<file path="src/xsfs_pkg.sv">
// shared types and codes of the xor sprite frame store
`default_nettype none
package xsfs_pkg;
  localparam int unsigned WORD_W = 16;
  localparam int unsigned DEPTH = 512;
  localparam int unsigned ADDR_W = 9;

  typedef logic [WORD_W-1:0] word_t;
  typedef logic [ADDR_W-1:0] addr_t;

  localparam logic [2:0] OP_DRAW   = 3'd0;
  localparam logic [2:0] OP_CLEAR  = 3'd1;
  localparam logic [2:0] OP_DOWN   = 3'd2;
  localparam logic [2:0] OP_UP     = 3'd3;
  localparam logic [2:0] OP_LEFT   = 3'd4;
  localparam logic [2:0] OP_RIGHT  = 3'd5;
  localparam logic [2:0] OP_MODE   = 3'd6;
  localparam logic [2:0] OP_READ   = 3'd7;

  localparam logic [2:0] SW_CLEAR  = 3'd0;
  localparam logic [2:0] SW_DOWN   = 3'd1;
  localparam logic [2:0] SW_UP     = 3'd2;
  localparam logic [2:0] SW_LEFT   = 3'd3;
  localparam logic [2:0] SW_RIGHT  = 3'd4;

  localparam logic [0:0] REG_WRAP_X    = 1'b0;
  localparam logic [0:0] REG_COUNT_OVF = 1'b1;

  localparam logic [4:0] HIT_LIMIT = 5'd16;
endpackage
`default_nettype wire

</file>
<file path="src/xsfs_lane.sv">
// one draw lane: xor of a sprite slice into a store word and erase detection
`default_nettype none
module xsfs_lane (
  input  wire xsfs_pkg::word_t old_word,
  input  wire xsfs_pkg::word_t mask,
  output xsfs_pkg::word_t      new_word,
  output logic                 hit
);
  assign new_word = old_word ^ mask;
  assign hit      = |(old_word & mask);
endmodule
`default_nettype wire

</file>
<file path="config.mk">
export PLATFORM = sky130hd
export DESIGN_NAME = xsfs_lane
export DESIGN_NICKNAME = d
export VERILOG_FILES = /design/src/xsfs_pkg.sv /design/src/xsfs_lane.sv
export SDC_FILE = /design/constraint.sdc
export NUM_CORES = 1
export LEC_CHECK = 0
export BUFFER_PORTS_ARGS = -buffer_cell sky130_fd_sc_hd__clkbuf_2
export CAP_MARGIN = 20
export CORE_AREA = 2 2 39 41
export DETAILED_ROUTE_END_ITERATION = 10
export DIE_AREA = 0 0 41 43
export SLEW_MARGIN = 15
export SYNTH_ARGS = -nofsm -noshare
export SYNTH_HDL_FRONTEND = slang
export SYNTH_SLANG_ARGS = --single-unit
</file>
<file path="constraint.sdc">
create_clock -name vclk -period 1.4
set_input_delay 0.07 -clock vclk [all_inputs]
set_output_delay 0.07 -clock vclk [all_outputs]
set_load 0.05 [all_outputs]
</file>
# ---- After elaboration in Yosys (flattened, before gate mapping)
# Cells that the tools add are included.
# W data, S select, Z words.
dict set report classes {
  n_lt_le_gt_ge 0
  eq_ne 0
  n_shift 0
  multipliers 0
  n_reduce_logical 1
  mux 0
  div 0
  n_bitwise 2
  n_addsub 0
}
# op count
set ops {}
lappend ops {{$and A16 B16 Y16} 1}
lappend ops {{$reduce_or A16 Y1} 1}
lappend ops {{$xor A16 B16 Y16} 1}
dict set report totals {
  ram_bits 0
  latchBits 0
  romBits 0
  register_bits 0
  n_memories 0
  word_cells 3
}

# ---- Logic depth before layout (Yosys ltp)
dict set report depth {
  depth_word 2
  ltp_mapped 3
  depth_no_buf 3
}

# ---- Least setup slack after synthesis
# No wires, ideal clock.
dict set report synth_path {
  path_type {input-to-output}
  start {in old_word[10]}
  end {out hit}
  cell_stages 3
  arrival_time_ps 1015
  setup_slack_ps 315
  path_buffers 0
  path_cell_list {ha_1 nor4_1 nand4_1}
}
dict set report synth_between {
  elab_chain_cells 2
}
# item line_no
set synth_lines {}
lappend synth_lines {{start, declared} xsfs_lane.sv:4} ;# input wire xsfs_pkg::word_t old_word,
lappend synth_lines {{$and A16 B16 Y16} xsfs_lane.sv:10} ;# assign hit = |(old_word & mask);
lappend synth_lines {{$reduce_or A16 Y1} xsfs_lane.sv:10}
lappend synth_lines {{end, declared} xsfs_lane.sv:7} ;# output logic hit
# Every way passes these cells.

# ---- Final worst setup path
dict set report layout_path {
  start {in old_word[1]}
  end {out hit}
}
# The elaborated chain is that of the path after synthesis.

==> impl_metrics.py <==
metrics = {
    "run_status": {
        "outcome": "completed",
    },
    "yosys": {
        "synth_cell_types": 3,
        "syn_nets": 69,
        "syn_avg_cell_area_um2": 11.0,
        "syn_inst": 21,
        "yosysSeqAreaShare": 0,
        "yosysWarnings": 0,
        "synth_area_um2": 231,
    },
    "pwr": {
        "peakVddDrop_mv": 0.257,
        "clkPwrFrac": 0,
        "internal-power_uw": 84.2,
        "p_sw_frac": 0.727,
        "p_per_area_nw_per_um2": 622,
        "switchingPower_uw": 225,
        "p_leak_uw": 0.000333,
        "p_seq_frac": 0,
        "combPwrFrac": 1.000,
        "finalPower_uw": 309,
    },
    "clock_tree": {
        "post_cts_buffers": 0,
        "cts_resized": 0,
        "hold_buffers": 0,
    },
    "sta": {
        "fin_crit_sh": 0.807,
        "rsz0062_at_grt": "false",
        "slew_violations": 0,
        "fmax_mhz": 886,
        "tightest_slew_ns": 0.315,
        "timing.hold.ws_ns": 0.582,
        "finalHoldViolations": 0,
        "setup_viol": 0,
        "fin_setup_tns_ns": 0,
        "slew_headroom": 0.788,
        "period_minus_slack_ns": 1.13,
        "setup_ws_ns": 0.271,
    },
    "worst_setup_path": {
        "crit_type": "input port to output port",
        "cp_max_fo": 1,
        "critPathLaunchType": "input port",
        "cp-end-kind": "output port",
        "cp.arrival_ns": 1.06,
        "cp.required_ns": 1.33,
    },
    "global_route": {
        "track_usage": 0.0769,
        "overflow": 0,
        "antenna_found_initial": 0,
        "grt_pass1_wl_um": 1040,
        "grt_max_degree": 2,
        "grt_pass1_vias": 284,
    },
    "drt": {
        "via_count": 365,
        "drtIter0Drc": 2,
        "wire_per_inst_um": 8.74,
        "firstDrtPassIters": 3,
        "detail-route-antenna-nets": 0,
        "wl_um": 752,
        "vias_per_cell": 4.24,
        "drc": 0,
    },
    "cells_and_area": {
        "syn_to_final_growth_pct": 115,
        "final_common_cell": "clkbuf_2",
        "n_fill_cell": 150,
        "multiInputGateArea_um2": 231,
        "seq_area_um2": 0,
        "seq_cell_count": 0,
        "postLayoutCoreUtil": 0.359,
        "nets": 120,
        "layout_common_cells": "clkbuf_2, ha_1, nor4_1, nand4_1",
        "clkbuf_count": 0,
        "diodes": 0,
        "drive_gt1_frac": 0.700,
    },
    "job": {
        "max_cap_violations": 0,
    },
    "die": {
        "std_cell_rows": 14,
        "start_util": 0.167,
        "io_pins": 49,
        "core-area_um2": 1380,
        "die_area_um2": 1760,
        "die_w_um": 41,
        "die_h_um": 43,
    },
    "placement": {
        "gp_congestion": 0.565,
        "port_buffers": 49,
        "dp_slack_ns": 0.215,
    },
    "hold_path": {
        "hold_path_depth": 3,
        "hold_path_end": "new_word[14]",
        "min_from": "mask[14]",
        "hp-class": "input port to output port",
    },
}
metrics by stage:
stage,instances,area (µm²)
CTS,86,497
finish,86,497
global placement,86,497
detailed placement,86,497
global route,86,497
floorplan,21,231
cell usage after synthesis (all sizes together):
| library cell | n | area share |
|---|---|---|
| nand4 | 1 | 0.027 |
| nor4 | 4 | 0.11 |
| ha | 16 | 0.86 |
critical path, stage by stage:
cell and delay [ns]:
clkbuf_2 0.08, ha_1 0.18, nor4_1 0.34, nand4_1 0.13, clkbuf_2 0.25
kinds of logic after synthesis:
kind of cell | after synthesis | synth area share
and+or+nand+nor | 5 | 0.135
adders and majority gates | 16 | 0.865
metal layers:
| layer | up-vias | GRT usage | wire length, µm |
|---|---|---|---|
| met3 | 0 | 0.00524 | 128 |
| met2 | 27 | 0.141 | 352 |
| met4 | 0 | 0 | 0 |
| met5 | - | 0 | 0 |
| met1 | 151 | 0.0981 | 272 |
| li1 | 187 | - | - |
layout make-up:
class,instances,area share
multi-input cells,21,0.466
well taps,16,0.0403
repair buffers,49,0.494
power groups by stage:
stage | clock network [µW] | logic (µW) | registers (µW)
after floorplan | 0 | 243 | 0
after global placement | 0 | 313 | 0
after detailed placement | 0 | 313 | 0
after CTS | 0 | 314 | 0
after global routing | 0 | 329 | 0
final | 0 | 309 | 0
worst max-delay path by stage:
stage,from,to,slack (ns),cells past startpoint
2_1_floorplan,old_word[10],hit,0.32,3
3_5_place_dp,old_word[1],hit,0.21,5
5_1_grt,old_word[1],hit,0.16,5
4_1_cts,old_word[1],hit,0.21,5
3_3_place_gp,old_word[9],hit,0.23,5
6_report,old_word[1],hit,0.27,5
Note: power is estimated with default switching activity, not from simulation.
